**src/rtl/log9_ram.sv**
```systemverilog
// Generic single-port-write, single-port-read RAM with a registered read.
module log9_ram #(
	parameter int WIDTH = 8,
	parameter int DEPTH = 512
) (
	input  logic                     clk,
	input  logic                     we,
	input  logic [$clog2(DEPTH)-1:0] waddr,
	input  logic [WIDTH-1:0]         wdata,
	input  logic                     re,
	input  logic [$clog2(DEPTH)-1:0] raddr,
	output logic [WIDTH-1:0]         rdata
);

	logic [WIDTH-1:0] mem_q [DEPTH];

	always_ff @(posedge clk) begin
		if (we) begin
			mem_q[waddr] <= wdata;
		end
		if (re) begin
			rdata <= mem_q[raddr];
		end
	end

endmodule

```
**config.mk**
```make
export PLATFORM = sky130hd
export DESIGN_NAME = log9_ram
export DESIGN_NICKNAME = d
export VERILOG_FILES = /design/src/rtl/log9_ram.sv
export SDC_FILE = /design/constraint.sdc
export NUM_CORES = 2
export LEC_CHECK = 0
export ABC_AREA = 0
export CAP_MARGIN = 20
export CORE_MARGIN = 8
export CORE_UTILIZATION = 35
export CTS_BUF_LIST = sky130_fd_sc_hd__clkbuf_16
export DETAILED_ROUTE_END_ITERATION = 12
export DONT_BUFFER_PORTS = 1
export PLACE_DENSITY_LB_ADDON = 0.2
export SLEW_MARGIN = 20
export SYNTH_ARGS = -nofsm -noshare
export SYNTH_HDL_FRONTEND = slang
export SYNTH_SLANG_ARGS = --single-unit
```
**constraint.sdc**
```tcl
create_clock -name clk -period 3.1 [get_ports clk]
set_input_delay 0.155 -clock clk [delete_from_list [all_inputs] [get_ports clk]]
set_output_delay 0.155 -clock clk [all_outputs]
set_load 0.02 [all_outputs]
```
==> metrics.yaml <==
layout_commonest_cell: "edfxtp_1"
path_depth: 9
setup_viol: 2
synthTopCellsByArea: "edfxtp_1 (77%), mux4_2 (9.2%), mux2i_1 (5.0%)"
fillers: 40000
antenna_found_initial: 24
pre_cts_ws_ns: -1.05
grt_overflow: 0
maxSlewViolCount: 0
core-area_mm2: 0.456
dieArea_mm2: 0.479
die_w_um: 692
synth_cells: 8030
crit_slowest_cell: "mux4_2"
track_usage: 0.182
synth_xor_area_frac: 0
portBuffers: 0
yosys_warnings: 0
violations: "setup timing"
mostFrequentLayoutCells: "edfxtp_1 (4104), buf_4 (830), mux2i_1 (797), mux4_2 (654), nor2_1 (595)"
postLayoutCoreUtil: 0.412
clkLatencyLatePin_ns: 0.97
nets: 8955
synth-adder-area-share: 0
finalWirelength_mm: 452
cts_buffer_depth: 4
synthMuxAreaShare: 0.142
viasPerCell: 5.42
syn_area_mm2: 0.160
rsz0062_at_grt: "false"
dr.pass1.iters: 6
drtIter0Drc: 8819
min_path_cells: 1
ff2ff_path_depth: 12
fin_tns_setup_ns: -0.117
cp.required_ns: 3.82
fin_ws_ns: -0.0834
skew_ns: 0.0710
critical_path_class: "in -> reg"
antenna_left: 0
hpwl_mm: 262
start_util: 0.351
clkTransAtPathRegs_ns: 0.06
path_cells: "buf_16 > buf_16 > buf_16 > mux4_2 > o22ai_1 > a22oi_1 > nand4_1 > o21ai_0 > o2111a_1"
crit_path_frequent_cell: "buf_16"
grt_pass1_wl_mm: 638
max_cap_violations: 0
h-tree-depth: 5
avgSynthCellArea_um2: 19.9
synth-seq-area-share: 0.770
rows: 248
crit_buf_inv: 3
ir_worst_vdd_uv: 445
die_h_um: 692
drcViolationCount: 0
synth_seq_cells: 4104
cts_tree: "done"
critPathTopFamily: "compound AO/OA/AOI/OAI gates"
drive_above_1_share: 0.243
area_delta_synth_final_pct: 17.4
status: "finished, violations left"
grt_max_degree: 622
max_slew_margin: 0.0919
post_cts_buffers: 0
cts_buffers: 421
wl_per_cell_um: 29.5
endpoint_kind: "flip-flop"
worst_pin_slew_ns: 1.36
syn-num-nets: 8059
fin_crit_ns: 3.18
cp_data_arrival_time_ns: 3.90
gp_congestion: 0.841
cp-start-kind: "input port"
synth_compound_area_frac: 0.0431
synth_top_family_by_area: "multiplexers"
slowest_delay_ns: 0.49
synth.largest_area_cell: "edfxtp_1"
yosysTopAreaCellShare: 0.770
fin_crit_sh: 1.03
io_pins: 37
cts_root_buf: "clkbuf_16"
cp_max_fo: 116
grt_pass1_vias: 84000
leakagePower_nw: 60.8
clock_sinks: 4104
vias: 82900
hold_class: "in -> reg"
max_freq_mhz: 314
hold_viol: 0
ys_types: 50
power_density_mw_per_mm2: 624
synth_simple_gate_area_frac: 0.0263
==> stage by stage <==
stage | cells | area (um2) | hold slack, ns | power [W]
global route | 15300 | 188000 | 0.00190 | 0.120
detailed placement | 14400 | 173000 | 0.287 | 0.0672
global placement | 14400 | 173000 | 0.288 | 0.0671
finish | 15300 | 188000 | 0.0520 | 0.117
CTS | 15200 | 187000 | -0.689 | 0.117
floorplan | 8030 | 160000 | 0.254 | 0.0652
==> report_power, final <==
part / internal, W / total [W] / switching (W)
sequential: 0.0611 / 0.0612 / 0.0000792
clock: 0.0285 / 0.0499 / 0.0214
combinational: 0.00224 / 0.00606 / 0.00382
==> flip-flops by register name, indices dropped and copies added, names as in the netlist <==
register / cells
rdata: 8
mem_q: 4096
==> path summary, 6_finish.rpt <==
path | startpoint | end | slack [ns]
setup / recovery | raddr[1] | rdata[1] | -0.08
hold reg to reg | mem_q[296][3] | rdata[3] | 1.35
setup reg to reg | mem_q[273][5] | rdata[5] | 0.06
hold / removal | wdata[7] | mem_q[402][7] | 0.05
==> layer usage <==
layer / GRT usage / vias up / wire length (um)
met5: 0 / - / 13
met4: 0.0515 / 2 / 13500
met3: 0.0248 / 580 / 26900
met2: 0.302 / 2795 / 219000
met1: 0.251 / 44200 / 193000
li1: - / 35300 / -
==> cells in the mapped netlist (all sizes together) <==
library cell  number
o2111a             8
nor3             109
o211ai             2
and3b              4
inv                3
o22a               3
o31ai             13
and2              20
o311ai             6
or2                5
nand4             32
nand3             36
a31oi              2
o41ai              7
nor3b              8
o311a              1
a221oi             1
a2111oi            3
buf              248
nor4              36
edfxtp          4104
o221ai           372
nor2             597
clkbuf           265
nor2b              6
a211o              2
a22o               5
nand2            111
mux4             654
o21ai            119
a22oi             61
a21oi            194
and3               4
nor4b              1
a211oi            17
mux2i            797
nand2b             4
or3                6
nand3b             1
o22ai            163
==> cell type report <==
type	instances	area, um2	area share
flip-flops and latches	4104	123000	0.656
multi-input cells	3410	34000	0.181
clock buffers	430	10800	0.0573
repair buffers	986	9390	0.0500
well taps	6000	7510	0.0400
clock inverters	352	2850	0.0152
diodes	22	55.1	0.000293
inverters	3	18.8	0.0000999
==> repair_timing <==
item,in CTS,in global routing
hold buffers,15,13
endpoints found under the hold margin,4096,1550
setup endpoints to repair,2,8
cloned,0,2
gates resized for setup,2,4
==> kinds of logic (layout without fill, tap and decap cells) <==
family                 after synthesis  count (layout)
multiplexers                      1451            1451
flip-flops                        4104            4104
AO/OA/AOI/OAI                      979             979
other                                0              22
buffers and inverters              516            1771
AND/OR/NAND/NOR                    980             980
No activity file was read; power rests on OpenSTA's default activity.
