--- config.mk ---
export PLATFORM = sky130hd
export DESIGN_NAME = log9_outq
export DESIGN_NICKNAME = d
export VERILOG_FILES = /design/src/rtl/log9_pkg.sv /design/src/rtl/log9_outq.sv
export SDC_FILE = /design/constraint.sdc
export NUM_CORES = 1
export LEC_CHECK = 0
export ABC_AREA = 1
export ABC_CLOCK_PERIOD_IN_PS = 2200
export BUFFER_PORTS_ARGS = -buffer_cell sky130_fd_sc_hd__clkbuf_2
export CAP_MARGIN = 20
export CORE_ASPECT_RATIO = 1.25
export CORE_MARGIN = 10
export CORE_UTILIZATION = 40
export DETAILED_ROUTE_END_ITERATION = 6
export PLACE_DENSITY = 0.55
export SETUP_SLACK_MARGIN = 0.3
export SYNTH_ARGS = -nofsm -noshare
export SYNTH_HDL_FRONTEND = slang
export SYNTH_SLANG_ARGS = --single-unit
--- constraint.sdc ---
create_clock -name clk -period 2.2 [get_ports clk]
set_clock_uncertainty 0.15 [all_clocks]
set_input_delay 0.33 -clock clk [delete_from_list [all_inputs] [get_ports clk]]
set_output_delay 0.33 -clock clk [all_outputs]
set_load 0.01 [all_outputs]
--- src/rtl/log9_pkg.sv ---
// Shared constants, kernel table, helper functions and result type for the LoG edge-sign filter.
package log9_pkg;

	localparam int MAX_WIDTH_DEF      = 512;
	localparam int COEF_FRAC_BITS_DEF = 16;
	localparam int KERNEL_SIZE        = 9;
	localparam int HALF_K             = 5;
	localparam int STORE_LINES        = 8;
	localparam int ROW_LIMIT          = 512;
	localparam int PIX_W              = 8;
	localparam int CFG_W              = 10;
	localparam int GSUM_W             = 10;
	localparam int OUTQ_DEPTH         = 16;
	localparam longint MICRO          = 1000000;

	localparam logic REG_IMAGE_WIDTH  = 1'b0;
	localparam logic REG_IMAGE_HEIGHT = 1'b1;

	localparam logic [1:0] SIGN_NEG  = 2'b11;
	localparam logic [1:0] SIGN_ZERO = 2'b00;
	localparam logic [1:0] SIGN_POS  = 2'b01;

	// One quadrant of the kernel in millionths; the kernel mirrors in both axes.
	localparam int QUAD_MICRO [HALF_K][HALF_K] = '{
		'{  81641,  365518,  998325,   1745668,   2080704},
		'{ 365518, 1456020, 3361998,   4839310,   5218347},
		'{ 998325, 3361998, 5409023,   3077873,    294243},
		'{1745668, 4839310, 3077873, -11762411, -23086993},
		'{2080704, 5218347,  294243, -23086993, -40000000}};

	typedef struct packed {
		logic [1:0] edge_sign;
		logic [8:0] out_row;
		logic [8:0] out_col;
		logic       frame_last;
	} res_t;

	function automatic int fold(input int k);
		return (k < HALF_K) ? k : (KERNEL_SIZE - 1 - k);
	endfunction

	// Coefficient in fixed point, rounded to nearest with halves away from zero.
	function automatic longint coef_scale(input int m, input int frac);
		longint mag;
		longint q;
		mag = (m < 0) ? -longint'(m) : longint'(m);
		q = ((mag << frac) + MICRO / 2) / MICRO;
		return (m < 0) ? -q : q;
	endfunction

endpackage

--- src/rtl/log9_outq.sv ---
// Small result queue that parts the filter pipeline from the output channel.
module log9_outq
	import log9_pkg::*;
#(
	parameter int DEPTH = OUTQ_DEPTH
) (
	input  logic clk,
	input  logic arst_n,
	input  logic push,
	input  res_t push_data,
	input  logic pop,
	output logic out_valid,
	output res_t out_data
);

	localparam int PTR_W = $clog2(DEPTH);

	res_t             mem_q [DEPTH];
	logic [PTR_W-1:0] wr_ptr_q;
	logic [PTR_W-1:0] rd_ptr_q;
	logic [PTR_W:0]   count_q;

	assign out_valid = (count_q != '0);
	assign out_data  = mem_q[rd_ptr_q];

	always_ff @(posedge clk or negedge arst_n) begin
		if (!arst_n) begin
			wr_ptr_q <= '0;
			rd_ptr_q <= '0;
			count_q  <= '0;
		end else begin
			if (push) begin
				wr_ptr_q <= (wr_ptr_q == PTR_W'(DEPTH - 1)) ? '0 : wr_ptr_q + 1'b1;
			end
			if (pop) begin
				rd_ptr_q <= (rd_ptr_q == PTR_W'(DEPTH - 1)) ? '0 : rd_ptr_q + 1'b1;
			end
			count_q <= count_q + (PTR_W + 1)'(push) - (PTR_W + 1)'(pop);
		end
	end

	always_ff @(posedge clk) begin
		if (push) begin
			mem_q[wr_ptr_q] <= push_data;
		end
	end

endmodule

==> qor.csv, run 1 <==
stage,metric,value,unit
die,die_area,46900,um^2
synth,yosysTopAreaCell,edfxtp_1,
power_and_ir_drop,vdd_drop_max,0.697,mV
worst_setup_path,worstPathRequired,1.72,ns
sta,finalSetupViolCount,21,
global_route,grt_max_degree,55,
sta,report.final.slew_viol_count,0,
detailed_routing,wl_per_cell,20.5,um
detailed_routing,firstDrtPassIters,5,
run_status,violations,negative setup slack,
global_route,grt_pass1_wl,62.5,mm
die,num_io_pins,47,
global_route,gr-total-overflow,0,
die,coreArea,38100,um^2
detailed_routing,viasPerCell,4.89,
sta,grt_setup_unrepaired,true,
clock_network,cts_made_buffers,37,
clock_network,cts_tree,built,
clock_network,cts_buffer_depth,3,
power_and_ir_drop,p_leak,8.66,nW
layout,fill_cells,3324,
die,die_h,240,um
worst_setup_path,crit_path_start_kind,flip-flop,
clock_network,clk_pin_slew_worst_paths,0.06,ns
global_route,grt_pass1_vias,10186,
synth,yosys-top-cells-area,"edfxtp_1 (65%), nand2_1 (13%), inv_1 (8.2%)",
synth,yosysSeqAreaShare,67.5,%
detailed_routing,ant_nets,0,
synth,synthesis.area,15400,um^2
synth,synth.net_count,1580,
worst_setup_path,path_class,reg -> out,
sta,tightest_slew,0.485,ns
detailed_routing,dr.first_iter.drc_count,871,
sta,fin_crit,2.60,ns
worst_setup_path,crit_fanout,6,
synth,synth_cells,1543,
worst_setup_path,worst_path_max_delay_cell,dfrtp_4,
worst_setup_path,max_stage_delay,0.52,ns
worst_setup_path,path_buf_inv,5,
global_route,grt_usage,17.5,%
die,std_cell_rows,80,
worst_setup_path,crit_chain,"clkinv_8, buf_12, buf_12, buf_16, nand2_1, nand3_1, nand3_1, nand3_2, nand2_2, buf_6",
worst_hold_path,worst_hold_path_type,in -> reg,
layout,area.growth.synth_to_final,26.3,%
synth,synth_top_area_share,65.4,%
worst_setup_path,path_delay_family,buffers and inverters,
sta,setup_slack,-0.402,ns
detailed_routing,vias,10650,
sta,hold_viol_final,0,
layout,drive_gt1_share,19.5,%
clock_network,root_buffer,clkbuf_16,
clock_network,htreeDepth,2,
clock_network,clkLatencyLatePin,0.54,ns
synth,ys_seq_elements,349,
place,place.gp.congestion,0.767,
run,maxCapViolCount,0,
layout,insertedDiodeCount,0,
die,die_w,196,um
sta,max_clock_freq,384,MHz
layout,final_util,51.1,%
run_status,status,finished with violations,
synth,synth.avg_cell_area,10.0,um^2
detailed_routing,route.detailed.drc,0,
place,portBuffers,46,
layout,nets,1693,
synth,yosys_warnings,0,
sta,finalSetupTns,-7.63,ns
detailed_routing,routed_wl,44.7,mm
worst_setup_path,worstPathArrival,2.12,ns
sta,timing.final.crit_share,118,%
die,initial_utilization,40.5,%
place,dp_hpwl,21.0,mm
worst_setup_path,crit_path_end_kind,primary output,
sta,worst_slew_margin_rel,67.7,%
global_route,antenna_found_initial,1,
clock_network,cts.sinks,349,
sta,holdWs,0.0293,ns
synth,ys_types,22,
power_and_ir_drop,powerDensity,1210,nW/um^2
-- cell type report --
cell class / count / area [um^2] / area share [%]
Multi-Input combinational cell: 787 / 3800 / 19.5
Timing Repair Buffer: 141 / 2160 / 11.1
Inverter: 340 / 1290 / 6.61
Clock buffer: 51 / 1050 / 5.39
Clock inverter: 16 / 155 / 0.796
Tap cell: 492 / 616 / 3.16
Sequential cell: 349 / 10400 / 53.5
-- state kept, by name, indices dropped and copies added (netlist names) --
signal,count
mem_q,336
count_q,5
rd_ptr_q,4
wr_ptr_q,4
-- Yosys cell counts (all sizes together) --
cell type / n
nand2: 525
inv: 340
edfxtp: 336
nand3: 216
buf: 56
nor2: 19
dfrtp: 13
clkbuf: 11
ha: 11
o21ai: 7
xor2: 3
a21oi: 2
nor3: 2
fa: 1
xnor2: 1
-- kinds of logic (layout without fill, tap and decap cells) --
kind of cell / count (synthesis) / after routing / synth area share [%]
buf+inv: 407 / 548 / 10.7
fa+ha+maj: 12 / 12 / 1.02
simple gates: 762 / 762 / 20.3
compound gates: 9 / 9 / 0.292
flops: 349 / 349 / 67.5
xor+xnor: 4 / 4 / 0.227
-- layer usage --
layer  vias to the layer above  share of wire (%)  global-route usage [%]
met1                      5184                 41                    22.0
met5                         -              0.027                       0
met3                        68                6.1                    2.60
met4                         2                2.3                    5.51
met2                       307                 51                    30.5
li1                       5089                  -                       -
-- worst min-delay path: stages --
cell and delay, ns:
clkbuf_2 0.09, buf_4 0.16, o21ai_0 0.09
-- path summary, 6_finish.rpt --
path	startpoint	end	slack, ns	cells past startpoint
max reg2reg	count_q[0]	count_q[4]	0.26	9
min	pop	rd_ptr_q[0]	0.03	3
min reg2reg	rd_ptr_q[3]	rd_ptr_q[3]	0.45	3
max in group asynchronous	arst_n	rd_ptr_q[1]	1.38	2
max	rd_ptr_q[0]	out_data[7]	-0.40	10
min in group asynchronous	arst_n	rd_ptr_q[2]	0.15	2
-- through the flow --
step | area (um^2) | power [mW] | worst slack [ns] | std cells
4_1_cts | 18500 | 22.3 | -0.363 | 2151
3_3_place_gp | 16600 | 14.9 | 0.160 | 2057
3_5_place_dp | 16600 | 15.0 | 0.102 | 2057
6_report | 19500 | 23.6 | -0.402 | 2176
5_1_grt | 19500 | 24.7 | -0.477 | 2176
2_1_floorplan | 15400 | 12.3 | 0.00696 | 1543
-- cells in the final DEF, fill, tap and decap left out, types with 20 or more instances in the layout --
master,count
buf_4,20
clkbuf_2,26
inv_1,329
edfxtp_1,336
nand3_2,35
buf_12,31
nand2_2,62
nand3_1,181
clkbuf_16,59
nand2_1,458
-- power by group --
group          total (mW)  internal [mW]  switching (mW)
Sequential           8.15           7.93           0.220
Clock                6.25           3.70            2.55
Combinational        9.17           3.77            5.40
Total                23.6           15.4            8.17
-- what timing repair did --
item	in CTS	in global routing
resized for setup	62	127
cloned	13	23
endpoints found under the setup margin	22	23
setup buffers	13	2
hold endpoints to repair	13	0
pin swaps	13	52
hold buffers	1	0
(Power assumes the default switching activity.)
==> run 2: changes to the inputs <==
--- a/config.mk
+++ b/config.mk
@@ -11,9 +11,9 @@
 export CAP_MARGIN = 20
 export CORE_ASPECT_RATIO = 1.25
 export CORE_MARGIN = 10
-export CORE_UTILIZATION = 40
+export CORE_UTILIZATION = 30
 export DETAILED_ROUTE_END_ITERATION = 6
-export PLACE_DENSITY = 0.55
+export PLACE_DENSITY = 0.44
 export SETUP_SLACK_MARGIN = 0.3
 export SYNTH_ARGS = -nofsm -noshare
 export SYNTH_HDL_FRONTEND = slang
==> run 2 against run 1 <==
  * Routed wire length shrank 4.5%
  * Highest routed layer unchanged
  * Critical endpoint is now out_data[17]
  * Sequential power about the same
  * The flow still finishes with violations (negative setup slack)
  * Power down 6.0%
==> qor.csv, run 2 (same netlist as run 1, synthesis figures left out) <==
stage,metric,value,unit
run_status,status,finished with violations,
run_status,violations,negative setup slack,
power_and_ir_drop,p_leak,8.29,nW
worst_hold_path,worst_hold_path_type,in -> reg,
clock_network,htreeDepth,2,
clock_network,root_buffer,clkbuf_16,
place,dp_cells,2242,
run,maxCapViolCount,0,
sta,finalSetupViolCount,21,
power_and_ir_drop,total_power,22.2,mW
clock_network,cts.sinks,349,
sta,timing.final.crit_share,118,%
worst_setup_path,crit_fanout,31,
sta,fin_crit,2.61,ns
global_route,grt_usage,13.6,%
layout,layout_common_cells,"nand2_1 (493), edfxtp_1 (336), inv_1 (330)",
detailed_routing,wl_per_cell,18.3,um
sta,hold_viol_final,0,
worst_setup_path,cp_common_cell,nand2_1,
worst_setup_path,worstPathArrival,2.13,ns
detailed_routing,firstDrtPassIters,5,
detailed_routing,route.detailed.drc,0,
global_route,gr-total-overflow,0,
worst_setup_path,crit_path_start_kind,flip-flop,
power_and_ir_drop,powerDensity,1180,nW/um^2
detailed_routing,ant_nets,0,
layout,design_area,18800,um^2
place,dp_slack,0.121,ns
global_route,antenna_found_initial,1,
layout,insertedDiodeCount,0,
sta,grt_setup_unrepaired,true,
clock_network,clkLatencyLatePin,0.55,ns
place,portBuffers,46,
die,die_h,274,um
detailed_routing,routed_wl,42.7,mm
global_route,grt_pass1_wl,63.4,mm
die,coreArea,50600,um^2
layout,area.growth.synth_to_final,21.5,%
clock_network,cts_tree,built,
worst_setup_path,max_stage_delay,0.50,ns
die,die_area,61000,um^2
layout,largest_register_ff_count,336,
layout,reg.largest.list,"mem_q: 336 flops, count_q: 5 flops",
sta,worst_slew_margin_rel,68.1,%
sta,max_clock_freq,384,MHz
global_route,grt_max_degree,49,
worst_setup_path,path_class,reg -> out,
place,placedInstanceArea,16900,um^2
worst_setup_path,crit_path_end_kind,primary output,
die,die_w,223,um
sta,report.final.slew_viol_count,0,
clock_network,cts_made_buffers,38,
layout,drive_gt1_share,15.5,%
layout,fill_cells,4990,
die,std_cell_rows,92,
place,place.gp.congestion,0.753,
detailed_routing,vias,10207,
worst_setup_path,worst_path_max_delay_cell,dfrtp_4,
place,dp_hpwl,24.6,mm
layout,nets,1684,
detailed_routing,viasPerCell,4.37,
layout,max_flop_register,mem_q,
layout,final_cells,2334,
worst_setup_path,crit_chain,"buf_4, buf_16, nand2_1, nand3_1, nand2_1, nand2_1, nand2_1, inv_1, nand2_1, clkbuf_2",
worst_setup_path,worstPathRequired,1.72,ns
global_route,grt_pass1_vias,9918,
die,num_io_pins,47,
clock_network,cts_buffer_depth,3,
power_and_ir_drop,vdd_drop_max,0.601,mV
layout,layout_commonest_cell,nand2_1,
detailed_routing,dr.first_iter.drc_count,685,
die,initial_utilization,30.5,%
sta,setup_slack,-0.406,ns
sta,tightest_slew,0.479,ns
clock_network,clk_pin_slew_worst_paths,0.06,ns
[run 2: cell count changes in the layout (fill, tap and decap cells not counted), moves of 11 or more]
cell	delta
nand2_2	-33
clkbuf_16	-19
buf_12	-11
buf_4	+22
nand3_2	-22
nand2_1	+35
clkbuf_2	+12
nand3_1	+22
[run 2: metal layers]
layer	part of all wire (%)	global-route usage, %	vias up
met3	3.4	1.84	60
met2	50	23.3	170
met4	1.9	3.81	2
met1	45	17.7	4914
met5	0.016	0	-
li1	-	-	5061
[run 2: final timing paths]
| kind | depth (start not counted) | slack (ns) | start | end |
|---|---|---|---|---|
| max | 10 | -0.41 | rd_ptr_q[0] | out_data[17] |
| min | 3 | 0.04 | pop | rd_ptr_q[0] |
| max reg2reg | 9 | 0.30 | count_q[0] | count_q[4] |
| min reg2reg | 3 | 0.44 | rd_ptr_q[3] | rd_ptr_q[3] |
| max in group asynchronous | 2 | 1.38 | arst_n | rd_ptr_q[1] |
| min in group asynchronous | 2 | 0.14 | arst_n | rd_ptr_q[0] |
[run 2: worst max-delay path, delay by kind of cell (launching register included)]
kind | cells | cell delay (ns)
buf+inv | 4 | 0.56
flops | 1 | 0.50
simple gates | 6 | 0.48
[run 2: area by class of cell]
type / instances / area (um^2) / share of cell area (%)
Clock inverter: 16 / 148 / 0.787
Sequential cell: 349 / 10400 / 55.6
Inverter: 340 / 1290 / 6.90
Clock buffer: 53 / 1030 / 5.48
Timing Repair inverter: 1 / 11.3 / 0.0600
Timing Repair Buffer: 130 / 1410 / 7.51
Tap cell: 658 / 823 / 4.39
Multi-Input combinational cell: 787 / 3620 / 19.3
[run 2: timing repair]
action / CTS / global route
cloned: 6 / 2
setup endpoints to repair: 60 / 53
hold buffers: 1 / 0
buffers inserted: 11 / 3
endpoints found under the hold margin: 13 / 0
gates resized for setup: 60 / 51
pin swaps: 10 / 15
[run 2: power breakdown]
group          switching [mW]  internal [mW]  total, mW
Combinational            4.95           2.93       7.88
Sequential              0.219           7.93       8.15
Clock                    2.61           3.52       6.13
[run 2: through the flow]
stage,setup TNS [ns],hold slack [ns],util [%]
final,-7.53,0.0364,37.0
after global routing,-9.97,0.0441,37.0
after CTS,-8.19,0.0185,36.6
after detailed placement,0,0.153,33.4
after global placement,0,0.153,33.4
after floorplan,0,-0.116,-
